<file path="config.mk">
export PLATFORM = sky130hd
export DESIGN_NAME = spf_divider
export DESIGN_NICKNAME = d
export VERILOG_FILES = /design/src/hdl/spf_sieve_factorizer_assert.svh /design/src/hdl/spf_pkg.sv /design/src/hdl/spf_divider.sv
export SDC_FILE = /design/constraint.sdc
export NUM_CORES = 1
export LEC_CHECK = 0
export CORE_ASPECT_RATIO = 1.1
export CORE_UTILIZATION = 33
export CTS_CLUSTER_DIAMETER = 200
export CTS_CLUSTER_SIZE = 40
export DETAILED_ROUTE_END_ITERATION = 12
export DONT_BUFFER_PORTS = 1
export PLACE_DENSITY = 0.44
export SYNTH_ARGS = -nofsm -noshare
export SYNTH_HDL_FRONTEND = slang
export SYNTH_SLANG_ARGS = --single-unit
</file>
<file path="constraint.sdc">
create_clock -name clk -period 3.5 [get_ports clk]
set_input_delay 0.175 -clock clk [delete_from_list [all_inputs] [get_ports clk]]
set_output_delay 0.175 -clock clk [all_outputs]
set_load 0.01 [all_outputs]
</file>
<file path="src/hdl/spf_sieve_factorizer_assert.svh">
// Assertion macros for the sieve factorizer.
`ifndef SPF_SIEVE_FACTORIZER_ASSERT_SVH
`define SPF_SIEVE_FACTORIZER_ASSERT_SVH
// Implication checked on every clock edge outside reset.
`define SPF_ASSERT_IMP(label, clk, rst, a, c) \
  label: assert property (@(posedge clk) disable iff (rst) (a) |-> (c)) \
    else $error("assertion failed");
// Next-cycle implication checked outside reset.
`define SPF_ASSERT_NXT(label, clk, rst, a, c) \
  label: assert property (@(posedge clk) disable iff (rst) (a) |=> (c)) \
    else $error("assertion failed");
`endif

</file>
<file path="src/hdl/spf_pkg.sv">
//------------------------------------------------------------------------------
// spf_pkg
// Shared types and constants of the sieve factorizer.
//------------------------------------------------------------------------------
`timescale 1ns / 1ps
package spf_pkg;
  localparam int ValW = 20;
  localparam int LimW = 21;
  localparam int CntW = 8;
  localparam int MaxResults = 19;
  typedef enum logic [1:0] {
    ST_OK = 2'd0,
    ST_RANGE = 2'd1,
    ST_UNBUILT = 2'd2
  } status_t;
  localparam logic FUNC_BUILD = 1'b0;
  localparam logic FUNC_FACTOR = 1'b1;
endpackage

</file>
<file path="src/hdl/spf_divider.sv">
//------------------------------------------------------------------------------
// spf_divider
// Radix-2 restoring divider producing quotient and remainder.
//------------------------------------------------------------------------------
`timescale 1ns / 1ps
module spf_divider (
  input  logic                    clk,
  input  logic                    rst,
  input  logic                    start,
  input  logic [spf_pkg::ValW-1:0] dividend,
  input  logic [spf_pkg::ValW-1:0] divisor,
  output logic                    done,
  output logic [spf_pkg::ValW-1:0] quotient,
  output logic [spf_pkg::ValW-1:0] remainder
);
  localparam int W = spf_pkg::ValW;
  logic [W-1:0] dvs;
  logic [$clog2(W+1)-1:0] cnt;
  logic running;
  logic [W:0] trial;
  logic [W-1:0] shifted;
  always_comb begin
    shifted = {remainder[W-2:0], quotient[W-1]};
    trial = {1'b0, shifted} - {1'b0, dvs};
  end
  always_ff @(posedge clk) begin
    if (rst) begin
      running <= 1'b0;
      done <= 1'b0;
    end else begin
      done <= 1'b0;
      if (start) begin
        running <= 1'b1;
        quotient <= dividend;
        remainder <= '0;
        dvs <= divisor;
        cnt <= '0;
      end else if (running) begin
        if (trial[W]) begin
          remainder <= shifted;
          quotient <= {quotient[W-2:0], 1'b0};
        end else begin
          remainder <= trial[W-1:0];
          quotient <= {quotient[W-2:0], 1'b1};
        end
        cnt <= cnt + 1'b1;
        if (cnt == ($clog2(W+1))'(W-1)) begin
          running <= 1'b0;
          done <= 1'b1;
        end
      end
    end
  end
endmodule

</file>
### Word-level counts from Yosys, hierarchy flattened

Index checks and enable logic that the tools add are counted.

* flip-flop bits (word level): 67
* bits in latches: 0
* RAM bits: 0
* bits in read-only memories: 0
* input bits: 43
* output and inout bits: 41
* word-level logic and storage cells: 25
* memories: 0

* $add $sub $neg: 2
* multiply operators: 0
* div/mod/pow operators: 0
* order comparisons: 0
* equality and inequality tests: 1
* shift-type cells: 0
* multiplexer cells: 10
* bitwise operators: 2
* reductions and logical operators: 4

Operators by type and width (number)
* two-way mux 20 bit: 4
* subtractor 20 x 20 -> 21 bit: 1
* adder 5 x 1 -> 5 bit, second input constant: 1
* equality test 5 bit, second input constant: 1
* two-way mux 1 bit: 5
* two-way mux 5 bit: 1
* AND reduction 2 bit: 2
* OR reduction 3 bit: 1
* NOT 1 bit: 2
* nonzero test 2 bit: 1

### Longest topological paths before layout

Gate-level depths: netlist (run 1).

* depth in word-level cells: 4
* gate-level depth with buffers: 11
* mapped depth without buffers: 10

### Worst setup path after synthesis (run 1)

Ideal clock, no wire load.

* kind: in2reg
* from: input start
* to: register cnt[0] (enable)
* library setup time: 0.448 ns
* arrival time: 2.611 ns
* data required time: 3.052 ns
* path slack: 0.441 ns
* cell stages on the path: 4
* path buffers: 2
* cells stage by stage: clkbuf_8 > clkbuf_1 > nor2_1 > nor2_1

* word-level cells in the longest chain between the ends: 2

Ends and longest elaborated chain
* start, declared: RTL line spf_divider.sv:9 `input logic start,`
* nonzero test 2 bit (no line)
* AND reduction 2 bit (no line)
* end signal, assigned: RTL line spf_divider.sv:46 `cnt <= cnt + 1'b1;`
* end, declared: RTL line spf_divider.sv:18 `logic [$clog2(W+1)-1:0] cnt;`

Every way passes these cells.
A chain may end at the register's enable or synchronous reset.

### Worst setup path after layout (run 1)

* from: register quotient[19] (netlist name)
* to: register remainder[5] (netlist name) (data pin)

* word-level cells in the longest chain between the ends: 3

Ends and longest elaborated chain
* start, declared: RTL line spf_divider.sv:13 `output logic [spf_pkg::ValW-1:0] quotient,`
* start signal, assigned: RTL line spf_divider.sv:34 `quotient <= dividend;`
* start signal, assigned: RTL line spf_divider.sv:41 `quotient <= {quotient[W-2:0], 1'b0};`
* start signal, assigned: RTL line spf_divider.sv:44 `quotient <= {quotient[W-2:0], 1'b1};`
* subtractor 20 x 20 -> 21 bit: RTL line spf_divider.sv:24 `trial = {1'b0, shifted} - {1'b0, dvs};`
* two-way mux 20 bit: RTL line spf_divider.sv:39 `if (trial[W]) begin`
* two-way mux 20 bit: RTL line spf_divider.sv:38 `end else if (running) begin`
* end signal, assigned: RTL line spf_divider.sv:40 `remainder <= shifted;`
* end signal, assigned: RTL line spf_divider.sv:43 `remainder <= trial[W-1:0];`
* end, declared: RTL line spf_divider.sv:14 `output logic [spf_pkg::ValW-1:0] remainder`

Every way passes these cells. The select of a mux whose other input is x is not followed.

==> flow_summary.json, run 1 <==
{
  "post-route-period-util_pct": 81.0,
  "p_per_area_mw_per_mm2": 539,
  "vias_per_cell": 5.10,
  "synth_xor_area_share_pct": 3.12,
  "final_cells": 523,
  "drc": 0,
  "area_growth_pct": 15.3,
  "dp_hpwl_microns": 6320,
  "cts_buffers": 9,
  "grt_max_degree": 41,
  "arrival_ns": 3.04,
  "avgRoutedWirePerCell_microns": 17.4,
  "min_path_type": "in2reg",
  "tns_ns": 0,
  "fin_nets": 433,
  "synth_top_family_by_area": "compound AO/OA/AOI/OAI gates",
  "finalPower_mw": 2.45,
  "fill_cells": 1156,
  "clockBufferDepth": 2,
  "synthDistinctLibCells": 54,
  "yosys.area_share.adder_pct": 7.19,
  "cts.sinks": 67,
  "p_leak_nw": 1.75,
  "start_kind": "flop",
  "crit_type": "reg2reg",
  "crit_required_ns": 3.70,
  "synthTopCellsByArea": "edfxtp_1 (50%), ha_1 (6.7%), mux2_2 (5.7%)",
  "design_area_sq_mm": 0.00454,
  "endpoint_kind": "flop",
  "floorplan.initialDensity_pct": 34.1,
  "slew_violations": 0,
  "cts_max_level": 3,
  "ys_seq_area_share_pct": 50.6,
  "grt_pass1_vias": 2661,
  "clockPowerShare_pct": 38.2,
  "status": "finished, final reports clean",
  "setup_viol": 0,
  "combPwrFrac_pct": 20.1,
  "root_buffer": "clkbuf_16",
  "antenna_cells": 0,
  "maxCapViolations": 0,
  "overflow": 0,
  "drt_iter0_markers": 100,
  "synth_top_cell_area_share_pct": 49.6,
  "dpl.cell_count": 485,
  "critPathMaxFanout": 15,
  "ys_warn_count": 0,
  "vdd_drop_max_mv": 0.301,
  "synth_nets": 413,
  "clock_skew_ns": 0.0101,
  "syn_area_sq_mm": 0.00394,
  "place_area_sq_mm": 0.00402,
  "grt_usage_pct": 15.3,
  "p_int_mw": 1.73,
  "synth.avg_cell_area_sq_um": 11.3,
  "async_flop_share_pct": 0,
  "antenna_found_initial": 0,
  "port_buffers": 0,
  "max_freq_mhz": 353,
  "die_x_microns": 106,
  "p_switching_mw": 0.721,
  "drt_pre_antenna_iters": 5,
  "slew_headroom_pct": 49.3,
  "wl_microns": 9080,
  "place.gp.congestion": 0.775,
  "cts_tree": "built",
  "worst_pin_slew_ns": 0.758,
  "die-height_microns": 117,
  "final_layout_size_suffix_gt1_share_pct": 15.3,
  "synth_edf_count": 65,
  "ctsResizeCount": 0,
  "synth.ff_latch_count": 67,
  "core-area_sq_mm": 0.0115,
  "cts.clk_slew.worst_paths_ns": 0.06,
  "die_area_sq_mm": 0.0124,
  "yosys.area_share.simple_pct": 12.3,
  "finalWorstPathRequiredPeriod_ns": 2.84,
  "postSynthCellCount": 348,
  "rsz0062_at_grt": "no",
  "hold_viol": 0,
  "share_seq_of_total_power_pct": 41.7,
  "fin_util_pct": 39.3,
  "synth_compound_area_share_pct": 14.4,
  "yosys.area.top_type": "edfxtp_1",
  "worst_skew_pair.late_latency_ns": 0.35,
  "rows": 41,
  "swShare_pct": 29.4,
  "ant_nets": 0,
  "io_pins": 84,
  "synth.area.mux_share_pct": 6.23,
  "grt_pass1_wl_microns": 13900,
  "synth_ff_type": "edfxtp_1",
  "num_vias": 2668
}
## Yosys cell counts (4+ instances only)
library cell	instances
nor2_1	19
inv_1	24
nor2b_1	5
mux2_2	20
buf_6	7
a21oi_1	30
a211oi_1	4
a21o_1	7
xor2_1	7
a21oi_2	5
clkbuf_1	5
ha_1	21
xnor2_1	7
nand2_1	40
nor3_1	5
edfxtp_1	65
o21ai_0	16
nand3_1	10
## through the flow
stage	worst slack (ns)	hold WS, ns
global route	0.460	0.00746
global placement	0.723	0.251
finish	0.664	0.0181
detailed placement	0.663	0.260
CTS	0.641	0.000468
floorplan	0.441	0.248
## sequential cells by signal, summed over array words and instances (netlist names)
name / count
remainder: 20
done: 1
running: 1
quotient: 20
cnt: 5
dvs: 20
## cells by family after synthesis
| logic type | count (synthesis) |
|---|---|
| AOI/OAI and AO/OA | 82 |
| xor gates and xnor gates | 14 |
| adders and majority gates | 22 |
| buffers and inverters | 42 |
| DFF | 67 |
| muxes | 22 |
| and+or+nand+nor | 99 |
## routing by layer
metal | track usage, % | wire, microns | up-vias
met4 | 6.94 | 131 | 0
met2 | 23.9 | 4190 | 73
met3 | 5.80 | 600 | 9
met5 | 0 | 0 | -
met1 | 18.9 | 4160 | 1277
li1 | - | - | 1309
## worst max-delay path, cell delays in order (launching register included)
cell and delay (ns):
edfxtp_1 0.42, inv_1 0.07, ha_1 0.22, fa_1 0.39, nand2b_1 0.20, a21oi_2 0.18, nor3b_2 0.10, o21bai_4 0.22
a41oi_4 0.30, or3_1 0.45, a21oi_1 0.15
## power by group through the flow
| stage | Sequential, mW | Combinational [mW] | Clock [mW] |
|---|---|---|---|
| final | 1.02 | 0.493 | 0.935 |
| after global routing | 1.03 | 0.552 | 0.984 |
| after CTS | 1.02 | 0.497 | 0.963 |
| after detailed placement | 1.04 | 0.472 | 0 |
| after global placement | 1.04 | 0.470 | 0 |
| after floorplan | 1.02 | 0.406 | 0 |
## final cells by class
cell class / instances / area (sq um) / area share [%]
Timing Repair Buffer: 27 / 258 / 5.68
Multi-Input combinational cell: 239 / 1710 / 37.7
Tap cell: 150 / 188 / 4.14
Inverter: 24 / 90.1 / 1.99
Clock inverter: 7 / 76.3 / 1.68
Sequential cell: 67 / 1990 / 43.9
Clock buffer: 9 / 225 / 4.96
## timing repair
| action | 4_1_cts | 5_1_grt |
|---|---|---|
| hold endpoints to repair | 27 | 0 |
| hold buffers | 22 | 0 |
| setup buffers | 0 | 0 |
## placed cells by master, fill, tap and decap left out, types with 7 or more instances in the layout
master	instances
a21o_1	7
xnor2_1	7
mux2_2	20
ha_1	21
nor2_1	17
xor2_1	7
clkbuf_16	9
edfxtp_1	65
dlygate4sd3_1	22
a21oi_1	30
nand3_1	10
nand2_1	40
o21ai_0	16
inv_1	24
## path summary, 6_finish.rpt
path,startpoint,end,slack [ns],depth (start not counted)
setup reg to reg,quotient[19],remainder[5],0.66,10
hold / removal,start,cnt[1],0.02,1
hold reg to reg,running,done,0.49,1
setup / recovery,quotient[19],remainder[5],0.66,10
No activity file was read; power rests on OpenSTA's default activity.
==> run 2: changes to the inputs <==
==> constraint.sdc (replaced) <==
create_clock -name clk -period 2.8 [get_ports clk]
set_input_delay 0.14 -clock clk [delete_from_list [all_inputs] [get_ports clk]]
set_output_delay 0.14 -clock clk [all_outputs]
set_load 0.01 [all_outputs]
==> flow_summary.json, run 2 (synthesis results as in run 1) <==
{
  "cts_max_level": 3,
  "post-route-period-util_pct": 95.2,
  "antenna_found_initial": 0,
  "met3_usage_pct": 5.52,
  "cts_buffers": 9,
  "regToRegSetupSlack_ns": 0.13,
  "hold_end": "quotient[3]",
  "floorplan.initialDensity_pct": 34.1,
  "drt_iter0_markers": 109,
  "place.gp.congestion": 0.783,
  "avgRoutedWirePerCell_microns": 16.7,
  "status": "finished, final reports clean",
  "min_path_cells": 1,
  "die_x_microns": 106,
  "endpoint_kind": "flop",
  "max_freq_mhz": 375,
  "root_buffer": "clkbuf_16",
  "slew_violations": 0,
  "port_buffers": 0,
  "cts.clk_slew.worst_paths_ns": 0.06,
  "clockBufferDepth": 2,
  "largestRegisters": "dvs: 20 flops, quotient: 20 flops, remainder: 20 flops",
  "start_kind": "flop",
  "grtUsageMet2_pct": 24.1,
  "die-height_microns": 117,
  "rsz0062_at_grt": "no",
  "critPathMaxFanout": 8,
  "die_area_sq_mm": 0.0124,
  "crit_required_ns": 2.97,
  "finalWorstPathRequiredPeriod_ns": 2.67,
  "final_cell_mix": "edfxtp_1 (65), nand2_1 (40), a21oi_1 (30), inv_1 (24), dlygate4sd3_1 (23)",
  "rr_startpoint": "quotient[19]",
  "vdd_drop_max_mv": 0.370,
  "grt_pass1_wl_microns": 14200,
  "slew_headroom_pct": 32.6,
  "fin_nets": 446,
  "rows": 41,
  "worst_pin_slew_ns": 1.01,
  "ant_nets": 0,
  "place_area_sq_mm": 0.00411,
  "drt_pre_antenna_iters": 4,
  "rr_endpoint": "remainder[9]",
  "wl_microns": 8940,
  "io_pins": 84,
  "p_per_area_mw_per_mm2": 672,
  "grt_pass1_vias": 2780,
  "tns_ns": 0,
  "overflow": 0,
  "arrival_ns": 2.84,
  "maxCapViolations": 0,
  "crit_type": "reg2reg",
  "fill_cells": 1152,
  "cts.sinks": 67,
  "min_path_type": "in2reg",
  "ff2ff_path_depth": 10,
  "worst_skew_pair.late_latency_ns": 0.34,
  "design_area_sq_mm": 0.00467,
  "setup_viol": 0,
  "final_layout_size_suffix_gt1_share_pct": 17.9,
  "vias_per_cell": 5.07,
  "grt_max_degree": 28,
  "layout_commonest_cell": "edfxtp_1",
  "clock_skew_ns": 0.00776,
  "cts_tree": "built",
  "top_usage_layer": "met2",
  "met1_usage_pct": 19.1,
  "dp_hpwl_microns": 6180,
  "regArea_sq_mm": 0.00199,
  "antenna_cells": 0,
  "core-area_sq_mm": 0.0115,
  "drc": 0,
  "hold_start": "dividend[3]",
  "grt_usage_pct": 15.4,
  "p_leak_nw": 1.82,
  "hold_viol": 0,
  "num_vias": 2715,
  "startpoint": "quotient[19]",
  "area_growth_pct": 18.6,
  "multiInputGateArea_sq_mm": 0.00171
}
run 2: worst max-delay path by stage:
stage               slack (ns)             to
floorplan                 0.31   remainder[9]
global placement          0.25  remainder[17]
detailed placement        0.18   remainder[9]
CTS                       0.12   remainder[9]
global route             0.004   remainder[9]
finish                    0.13   remainder[9]
run 2: worst max-delay path, stage by stage (launching register included):
cell and delay [ns]:
edfxtp_1 0.36, inv_1 0.05, ha_1 0.22, fa_1 0.38, nand2b_1 0.20, a21oi_2 0.18, nor3b_2 0.11, o21bai_4 0.21
a41oi_4 0.22, or3b_1 0.42, a21oi_1 0.14
run 2: area by class of cell:
cell class / instances / area share (%)
multi-input combinational: 239 / 36.6
tap: 150 / 4.02
sequential: 67 / 42.7
timing repair buffer: 40 / 7.93
clock buffer: 10 / 4.90
clock inverter: 6 / 1.93
inverter: 24 / 1.93
run 2: stage by stage:
| stage | util (%) | total power, mW | instances | worst slack [ns] | hold WS, ns |
|---|---|---|---|---|---|
| 6_report | 40.4 | 3.14 | 536 | 0.135 | 0.0182 |
| 3_5_place_dp | 35.6 | 1.91 | 496 | 0.181 | 0.219 |
| 2_1_floorplan | - | 1.79 | 348 | 0.308 | 0.213 |
| 3_3_place_gp | 35.6 | 1.91 | 496 | 0.254 | 0.214 |
| 5_1_grt | 40.4 | 3.30 | 536 | 0.00431 | 0.000148 |
| 4_1_cts | 40.4 | 3.18 | 535 | 0.117 | 0.000202 |
run 2: power by group:
part           internal [mW]  total, mW  switching, mW
clock                  0.781       1.21          0.434
combinational          0.288      0.662          0.373
sequential              1.20       1.26         0.0617
total                   2.27       3.14          0.869
run 2: what timing repair did:
action	CTS	global route
setup endpoints to repair	0	5
resized for setup	0	0
hold buffers	23	0
endpoints found under the hold margin	43	0
buffers inserted	0	1
run 2: routing by layer:
layer,wire (microns),vias up,part of all wire (%)
li1,-,1335,-
met1,4050,1281,45
met2,4150,90,46
met3,605,9,6.8
met4,143,0,1.6
met5,0,-,0
